==> config.mk <==
export PLATFORM = sky130hd
export DESIGN_NAME = rgb_led_group_blink_driver
export DESIGN_NICKNAME = d
export VERILOG_FILES = /design/src/hw/rtl/rgbld_pkg.sv /design/src/hw/rtl/rgbld_draw.sv /design/src/hw/rtl/rgb_led_group_blink_driver.sv
export SDC_FILE = /design/constraint.sdc
export NUM_CORES = 1
export LEC_CHECK = 0
export BUFFER_PORTS_ARGS = -buffer_cell sky130_fd_sc_hd__clkbuf_2
export CAP_MARGIN = 40
export CORE_MARGIN = 3
export CORE_UTILIZATION = 54
export CTS_CLUSTER_SIZE = 16
export DETAILED_ROUTE_END_ITERATION = 10
export PLACE_DENSITY = 0.78
export SLEW_MARGIN = 0
export SYNTH_ARGS = -nofsm -noshare
export SYNTH_HDL_FRONTEND = slang
export SYNTH_SLANG_ARGS = --single-unit
==> constraint.sdc <==
create_clock -name clk -period 5.6 [get_ports clk]
set_clock_uncertainty 0.1 [all_clocks]
set_input_delay 0.56 -clock clk [delete_from_list [all_inputs] [get_ports clk]]
set_output_delay 0.56 -clock clk [all_outputs]
set_load 0.02 [all_outputs]
==> src/hw/rtl/rgbld_pkg.sv <==
// Shared constants and types of the LED group blink driver.
package rgbld_pkg;

    localparam int COMBO_COUNT  = 12;
    localparam int BLINK_PERIOD = 50;
    localparam int FRAME_W      = 25;
    localparam int COLOR_W      = 3;
    localparam int COLORS_W     = COMBO_COUNT * COLOR_W;
    localparam int COMBO_W      = 4;
    localparam int OP_W         = 2;
    localparam int TICK_W       = 6;
    localparam int S_TDATA_W    = 8;
    localparam int M_TDATA_W    = 32;

    localparam logic [COLOR_W-1:0]  COLOR_BLACK   = 3'd7;
    localparam logic [7:0]          VEC_RED       = 8'h9A;
    localparam logic [7:0]          VEC_GREEN     = 8'h56;
    localparam logic [7:0]          VEC_BLUE      = 8'h2E;
    localparam logic [COLORS_W-1:0] COLORS_RESET  = 36'h249388C00;

    typedef enum logic [OP_W-1:0] {
        OP_TICK  = 2'd0,
        OP_ON    = 2'd1,
        OP_OFF   = 2'd2,
        OP_BLINK = 2'd3
    } op_t;

    // LED set and dark/lit pattern produced by the draw unit
    typedef struct packed {
        logic [FRAME_W-1:0] mask;
        logic [FRAME_W-1:0] on;
    } draw_t;

endpackage

==> src/hw/rtl/rgbld_draw.sv <==
// Shared draw unit: LED mask and lit pattern of one combo in one color.
module rgbld_draw (
    input  logic [rgbld_pkg::COMBO_W-1:0] idx,
    input  logic [rgbld_pkg::COLOR_W-1:0] color,
    output rgbld_pkg::draw_t              result
);
    import rgbld_pkg::*;

    typedef enum logic [1:0] {
        KIND_RGB    = 2'd0,
        KIND_SINGLE = 2'd1,
        KIND_PAIR   = 2'd2,
        KIND_NONE   = 2'd3
    } led_kind_t;

    led_kind_t   kind;
    logic [4:0]  offset;
    logic [4:0]  triple;
    logic [2:0]  bitpos;
    logic [2:0]  rgb;
    logic [2:0]  pmask;
    logic [2:0]  pon;

    assign triple = {idx, 1'b0} + {1'b0, idx};
    assign bitpos = ~color;
    assign rgb    = {VEC_BLUE[bitpos], VEC_GREEN[bitpos], VEC_RED[bitpos]};

    always_comb
    begin
        kind   = KIND_NONE;
        offset = '0;
        case (idx) inside
            [4'd0:4'd5]:
            begin
                kind   = KIND_RGB;
                offset = triple;
            end
            [4'd6:4'd10]:
            begin
                kind   = KIND_SINGLE;
                offset = {1'b0, idx} + 5'd12;
            end
            4'd11:
            begin
                kind   = KIND_PAIR;
                offset = 5'd23;
            end
            default:
            begin
                kind   = KIND_NONE;
                offset = '0;
            end
        endcase
    end

    always_comb
    begin
        case (kind)
            KIND_RGB:
            begin
                pmask = 3'b111;
                pon   = rgb;
            end
            KIND_SINGLE:
            begin
                pmask = 3'b001;
                pon   = {2'b00, (color != COLOR_BLACK)};
            end
            KIND_PAIR:
            begin
                pmask = 3'b011;
                pon   = {1'b0, rgb[1:0]};
            end
            default:
            begin
                pmask = 3'b000;
                pon   = 3'b000;
            end
        endcase
    end

    assign result.mask = FRAME_W'(pmask) << offset;
    assign result.on   = FRAME_W'(pon) << offset;

endmodule

==> src/hw/rtl/rgb_led_group_blink_driver.sv <==
// Top level of the 25-LED, 12-combo blink driver with a shared draw unit.
// Each item passes EXEC, then SEND loads the output register; one item is taken
// at a time. A redrawing tick holds the input through the BLINK sweep, as the
// single draw unit visits the 12 combos one per cycle.
// Reset (rst_n low, asynchronous): frame all dark, flags clear, blink phase one,
// tick count zero, colors at their default, output empty. No clearing pass.
module rgb_led_group_blink_driver (
    input  logic                            clk,
    input  logic                            rst_n,
    // configuration: combo_colors, combo one in bits 2..0
    input  logic                            cfg_wen,
    input  logic [rgbld_pkg::COLORS_W-1:0]  cfg_wdata,
    // input stream
    input  logic                            s_tvalid,
    output logic                            s_tready,
    input  logic [rgbld_pkg::S_TDATA_W-1:0] s_tdata,  // [3:0] combo, [4] blink_enable, rest 0
    input  logic [rgbld_pkg::OP_W-1:0]      s_tuser,  // [1:0] op
    // result stream
    output logic                            m_tvalid,
    input  logic                            m_tready,
    output logic [rgbld_pkg::M_TDATA_W-1:0] m_tdata,  // [24:0] frame_bits, rest 0
    output logic                            m_tuser   // [0] refresh
);
    import rgbld_pkg::*;

    // sequencer states, one-hot
    typedef enum logic [3:0] {
        ST_IDLE  = 4'b0001,
        ST_EXEC  = 4'b0010,
        ST_BLINK = 4'b0100,
        ST_SEND  = 4'b1000
    } state_t;

    localparam logic [COMBO_W-1:0] LAST_ITER  = COMBO_W'(COMBO_COUNT - 1);
    localparam logic [COMBO_W-1:0] MAX_COMBO  = COMBO_W'(COMBO_COUNT);
    localparam logic [TICK_W-1:0]  PERIOD_TOP = TICK_W'(BLINK_PERIOD);

    state_t                state_reg, state_next;
    logic [COLORS_W-1:0]   colors_reg;
    logic [FRAME_W-1:0]    frame_reg, frame_next;
    logic [COMBO_COUNT-1:0] lit_reg, lit_next;
    logic [COMBO_COUNT-1:0] blink_reg, blink_next;
    logic                  phase_reg, phase_next;
    logic [TICK_W-1:0]     tick_reg, tick_next;
    logic [COMBO_W-1:0]    iter_reg, iter_next;
    op_t                   op_reg, op_next;
    logic [COMBO_W-1:0]    combo_reg, combo_next;
    logic                  en_reg, en_next;
    logic                  refresh_reg, refresh_next;
    logic                  out_valid_reg, out_valid_next;
    logic [FRAME_W-1:0]    out_frame_reg, out_frame_next;
    logic                  out_refresh_reg, out_refresh_next;

    logic [COMBO_W-1:0]    combo_idx;
    logic                  combo_ok;
    logic [COMBO_W-1:0]    draw_idx;
    logic [COLOR_W-1:0]    draw_color;
    logic [COLOR_W-1:0]    cur_color;
    logic [5:0]            color_off;
    draw_t                 draw;
    logic [FRAME_W-1:0]    drawn_frame;

    assign s_tready = (state_reg == ST_IDLE);
    assign m_tvalid = out_valid_reg;
    assign m_tdata  = M_TDATA_W'(out_frame_reg);
    assign m_tuser  = out_refresh_reg;

    // Combo numbers start at one; anything outside 1..12 leaves the state alone.
    assign combo_idx = combo_reg - COMBO_W'(1);
    assign combo_ok  = (combo_reg != '0) && (combo_reg <= MAX_COMBO);

    // One draw unit serves both the single-combo ops and the redraw sweep.
    assign draw_idx  = (state_reg == ST_BLINK) ? iter_reg : combo_idx;
    assign color_off = {1'b0, draw_idx, 1'b0} + {2'b00, draw_idx};
    assign cur_color = colors_reg[color_off +: COLOR_W];

    always_comb
    begin
        if (state_reg == ST_BLINK)
        begin
            draw_color = (phase_reg && lit_reg[iter_reg]) ? cur_color : COLOR_BLACK;
        end
        else
        begin
            draw_color = (op_reg == OP_OFF) ? COLOR_BLACK : cur_color;
        end
    end

    rgbld_draw u_draw (
        .idx    (draw_idx),
        .color  (draw_color),
        .result (draw)
    );

    // Frame bit 1 means dark: clear a masked bit when its LED is lit.
    assign drawn_frame = (frame_reg & ~draw.mask) | (draw.mask & ~draw.on);

    always_comb
    begin
        state_next       = state_reg;
        frame_next       = frame_reg;
        lit_next         = lit_reg;
        blink_next       = blink_reg;
        phase_next       = phase_reg;
        tick_next        = tick_reg;
        iter_next        = iter_reg;
        op_next          = op_reg;
        combo_next       = combo_reg;
        en_next          = en_reg;
        refresh_next     = refresh_reg;
        out_valid_next   = out_valid_reg;
        out_frame_next   = out_frame_reg;
        out_refresh_next = out_refresh_reg;

        // drop the result once the sink takes it
        if (out_valid_reg && m_tready)
        begin
            out_valid_next = 1'b0;
        end

        case (state_reg)
            ST_IDLE:
            begin
                if (s_tvalid)
                begin
                    op_next    = op_t'(s_tuser);
                    combo_next = s_tdata[COMBO_W-1:0];
                    en_next    = s_tdata[COMBO_W];
                    state_next = ST_EXEC;
                end
            end
            ST_EXEC:
            begin
                refresh_next = (op_reg == OP_TICK);
                state_next   = ST_SEND;
                case (op_reg)
                    OP_TICK:
                    begin
                        if (tick_reg >= PERIOD_TOP)
                        begin
                            // start the redraw sweep over all combos
                            tick_next  = '0;
                            iter_next  = '0;
                            state_next = ST_BLINK;
                        end
                        else
                        begin
                            tick_next = tick_reg + TICK_W'(1);
                        end
                    end
                    OP_ON:
                    begin
                        if (combo_ok)
                        begin
                            frame_next          = drawn_frame;
                            lit_next[combo_idx] = 1'b1;
                        end
                    end
                    OP_OFF:
                    begin
                        if (combo_ok)
                        begin
                            frame_next          = drawn_frame;
                            lit_next[combo_idx] = 1'b0;
                        end
                    end
                    OP_BLINK:
                    begin
                        if (combo_ok)
                        begin
                            blink_next[combo_idx] = en_reg;
                        end
                    end
                    default:
                    begin
                        state_next = ST_SEND;
                    end
                endcase
            end
            ST_BLINK:
            begin
                // visit one combo per cycle, redrawing it if it blinks
                if (blink_reg[iter_reg])
                begin
                    frame_next = drawn_frame;
                end
                if (iter_reg == LAST_ITER)
                begin
                    phase_next = ~phase_reg;
                    state_next = ST_SEND;
                end
                else
                begin
                    iter_next = iter_reg + COMBO_W'(1);
                end
            end
            ST_SEND:
            begin
                // load the output register once it is free or being emptied
                if (!out_valid_reg || m_tready)
                begin
                    out_valid_next   = 1'b1;
                    out_frame_next   = frame_reg;
                    out_refresh_next = refresh_reg;
                    state_next       = ST_IDLE;
                end
            end
            default:
            begin
                state_next = ST_IDLE;
            end
        endcase
    end

    always_ff @(posedge clk or negedge rst_n)
    begin
        if (!rst_n)
        begin
            state_reg     <= ST_IDLE;
            frame_reg     <= '1;
            lit_reg       <= '0;
            blink_reg     <= '0;
            phase_reg     <= 1'b1;
            tick_reg      <= '0;
            iter_reg      <= '0;
            out_valid_reg <= 1'b0;
        end
        else
        begin
            state_reg     <= state_next;
            frame_reg     <= frame_next;
            lit_reg       <= lit_next;
            blink_reg     <= blink_next;
            phase_reg     <= phase_next;
            tick_reg      <= tick_next;
            iter_reg      <= iter_next;
            out_valid_reg <= out_valid_next;
        end
    end

    // payload: held item and output data need no reset
    always_ff @(posedge clk)
    begin
        op_reg          <= op_next;
        combo_reg       <= combo_next;
        en_reg          <= en_next;
        refresh_reg     <= refresh_next;
        out_frame_reg   <= out_frame_next;
        out_refresh_reg <= out_refresh_next;
    end

    // configuration register
    always_ff @(posedge clk or negedge rst_n)
    begin
        if (!rst_n)
        begin
            colors_reg <= COLORS_RESET;
        end
        else if (cfg_wen)
        begin
            colors_reg <= cfg_wdata;
        end
    end

endmodule

==> results summary <==
The total global routing overflow came out at 0. The synthesized instance count came out at 812. The total detailed-routing wirelength is 20.0 mm.

The global routing usage summed across all routing layers is 24.9%. After routing the design area is 9630 sq um. The maximum level of the CTS H-tree is 4. The routed via count divided by cell count is 6.23. The post-synthesis cell type count is 72. The final HPWL from detailed placement is 13.7 mm. The placed instance area is 8880 sq um. The peak supply drop is 0.284 mV. The critical path starts at state_reg[3].

The flow ran to the end, and the final reports show no timing, DRC or antenna violations. Timing would allow up to 0.187 GHz. The worst setup slack for register-to-register paths is 260 ps.

Data on the critical path arrives at its endpoint at 5590 ps. The tightest min-delay check is of the in2async type. The minimum clock period is 5340 ps.

The number of hold violations in the final report came to 0. In the synthesized netlist the async set-or-reset flop fraction comes to 74.8%. The switching power of the nets is 0.00211 W. After detailed routing, the average wire length per cell comes to 18.2 microns. The simple-gate area share of the yosys netlist came out at 17.2%.

The register cell area after layout came out at 3590 sq um. The initial antenna violation count was 0. The largest net degree at the start of global routing is 60. The die outline area came out at 16600 sq um.

The final max-slew violation count was 0. The fraction of final layout cells sized beyond drive strength 1 is 30.2%. The later pin in the worst-skew pair is clocked with a latency of 430 ps. By startpoint and endpoint, the worst setup path is classified as reg2reg.

Of the total power, the share spent switching nets is 39.7%. The worst-case headroom to the max-slew limit is 42.8%. The sink count of the clock tree came out at 135.

The number of global-route vias before repair was 6526. The power density relative to cell area is 552 nW/um^2. The number of fillers in the final layout is 1146. Once detail routing completed, the nets flagged for antenna violations numbered 0. The cell leakage power came out at 3.99 nW.

The number of optimization iterations in the first detailed-route pass is 6. The total power came out at 0.00531 W. The compound-gate portion of the synthesized area came out at 14.8%.

The worst reg2reg path depth is 18. The clock transition at the register clock pins on the worst setup and hold paths after CTS is 60 ps. Dividing the synthesized area by the synthesized cell count gives 10.1 sq um.

In this run, the number of DRC markers left after iteration 0 of detailed routing was 705. STA classifies the critical path startpoint as a register. In this run the horizontal extent of the chip is 129 microns. The adder-cell share of the synthesized area is 3.77%.

The part of the power in the clock network came out at 24.6%. For the worst setup path, the data required time is 5850 ps. From synthesis to final layout, the design area changed by 17.9%. The design internal power is 0.00321 W. The number of endpoints failing setup at the final stage came out at 0.

Buffers inserted during clock tree synthesis total 17. The cell area after technology mapping came out at 8170 sq um. The number of diodes came out at 0. The starting density of the core came out at 55.8%. The origin of the critical flop-to-flop path is state_reg[3]. The area of the core came out at 14600 sq um. The relative contribution of sequential cells to total power came out at 26.1%.

The combinational family with the most area after synthesis is simple AND/OR/NAND/NOR gates. The number of flops mapped to enable cells by yosys came out at 34. The cell sitting at the root of the clock tree is a clkbuf_16. The minimum setup slack after placement is 238 ps.

The TritonCTS clock tree is built. The flip-flop and latch count after synthesis came out at 135. The wire length of the first global-routing pass is 32.7 mm. The congestion estimate from routability-driven global placement came to 0.972. The worst path uses 95.4% of the clock period. The number of warnings printed during yosys synthesis is 0.

Leaving out fill and tap cells, the most frequent cell in the layout is nand2_1. The maximum buffer depth of the clock tree came out at 2. The post-layout net count came out at 975. The worst setup path is captured at a register. The count of maximum capacitance violations is 0. The multi-input logic area is 4360 sq um. In this run the worst path has a maximum fanout of 15. At the pin with the least slew margin, the transition time is 858 ps. Detailed routing inserted a total of 6839 vias. The setup slack of the critical path after layout is 257 ps.

The share of power burned in combinational logic came out at 49.3%. The number of placement rows came out at 44. The xor and xnor area share after synthesis came out at 0.536%. In this run the tool buffered the top-level ports with 75 buffer cells. The detailed-route DRC error count came out at 0.

The top cell types in the final layout, fill and taps aside, are nand2_1, clkbuf_2, mux2_2. The chip height came out at 129 microns. The post-synthesis sequential area ratio is 44.0%. 86 I/O pins were placed.

On the final layout, the worst hold slack is 15.1 ps. In the synthesized netlist, mux cells make up 15.8% of the area. For the final routed database, the setup TNS stands at 0 ps. The most used flip-flop cell after synthesis is dfrtp_1.
[area by class of cell]
| class | instances | area share, % |
|---|---|---|
| clock buffer | 20 | 4.54 |
| clock inverter | 12 | 2.56 |
| inverter | 20 | 0.780 |
| multi-input combinational | 612 | 45.3 |
| sequential | 135 | 37.3 |
| tap | 184 | 2.39 |
| timing repair buffer | 114 | 7.05 |
[what timing repair did]
action | in CTS | in global routing
buffers inserted | 0 | 2
setup endpoints to repair | 0 | 20
hold buffers | 0 | 0
gates resized for setup | 0 | 9
[synth_stat cells (4+ instances only)]
cell type | n | area share (%)
nand2_1 | 109 | 5.0
mux2_2 | 71 | 9.8
dfrtp_1 | 64 | 20
o21ai_0 | 52 | 3.2
nor2_1 | 49 | 2.3
dfstp_2 | 37 | 12
edfxtp_1 | 34 | 13
clkbuf_1 | 30 | 1.4
a21oi_1 | 29 | 1.8
mux2i_1 | 28 | 3.4
ha_1 | 23 | 3.5
nand3_1 | 23 | 1.4
nor3_1 | 19 | 1.2
inv_1 | 17 | 0.78
nand2b_1 | 14 | 1.1
nor2b_1 | 14 | 1.1
o31ai_1 | 11 | 1.0
a31oi_1 | 10 | 0.77
nand4_1 | 10 | 0.77
and2_1 | 9 | 0.69
buf_2 | 8 | 0.49
a211oi_1 | 7 | 0.64
a32oi_1 | 7 | 0.75
buf_4 | 7 | 0.64
o211ai_1 | 7 | 0.64
a22oi_1 | 6 | 0.55
mux4_2 | 6 | 1.7
nand3b_1 | 6 | 0.55
o22ai_1 | 6 | 0.46
and3_1 | 5 | 0.38
buf_1 | 5 | 0.23
or3_1 | 5 | 0.38
a21o_1 | 4 | 0.37
a221oi_1 | 4 | 0.43
a41oi_1 | 4 | 0.43
nor4_1 | 4 | 0.31
nor4b_1 | 4 | 0.43
o2111ai_1 | 4 | 0.43
[routing by layer]
metal / global-route usage (%) / up-vias / wire length [microns]
li1: - / 3182 / -
met1: 33.2 / 3300 / 8500
met2: 39.3 / 293 / 9540
met3: 5.65 / 64 / 1410
met4: 10.5 / 0 / 561
met5: 0 / - / 0
[worst max-delay path, cell delays in order (launching register included)]
cell and delay, ps:
dfrtp_1 440, or4b_4 580, mux2i_4 220, ha_1 260
fa_2 580, buf_4 220, and4b_1 210, a21oi_1 160
o221ai_1 170, or4_1 440, o2111ai_2 160, nand3_1 130
ha_1 300, a21oi_1 110, o21ai_0 80, mux2_2 310
a22o_1 240, a31o_1 270, mux2_2 280
[logic make-up after synthesis]
kind of cell    after synthesis
other cells                   1
mux                         108
compound gates              181
xor+xnor                      5
flops                       135
buf+inv                      71
simple gates                287
fa+ha+maj                    24
[worst min-delay path by stage]
stage          cells past startpoint        start  slack [ps]                          to
6_report                           1        rst_n          20                 iter_reg[0]
5_1_grt                            1        rst_n          40               colors_reg[8]
4_1_cts                            1        rst_n          30                 iter_reg[0]
3_5_place_dp                       0  refresh_reg         310                     m_tuser
3_3_place_gp                       0  refresh_reg         300                     m_tuser
2_1_floorplan                      0        rst_n         160  asynchronous set/reset pin
[through the flow]
step / util (%) / cells
floorplan: - / 818
global placement: 60.5 / 1062
detailed placement: 60.6 / 1063
CTS: 65.3 / 1095
global route: 65.7 / 1097
finish: 65.7 / 1097
[power by group through the flow]
| stage | Clock [W] | Combinational [W] | Sequential (W) |
|---|---|---|---|
| after CTS | 0.00132 | 0.00248 | 0.00139 |
| after floorplan | 0 | 0.00172 | 0.00136 |
| after global routing | 0.00137 | 0.00284 | 0.00141 |
| after global placement | 0 | 0.00240 | 0.00139 |
| after detailed placement | 0 | 0.00244 | 0.00140 |
| final | 0.00130 | 0.00262 | 0.00139 |
Power figures use the tool's default switching activity.
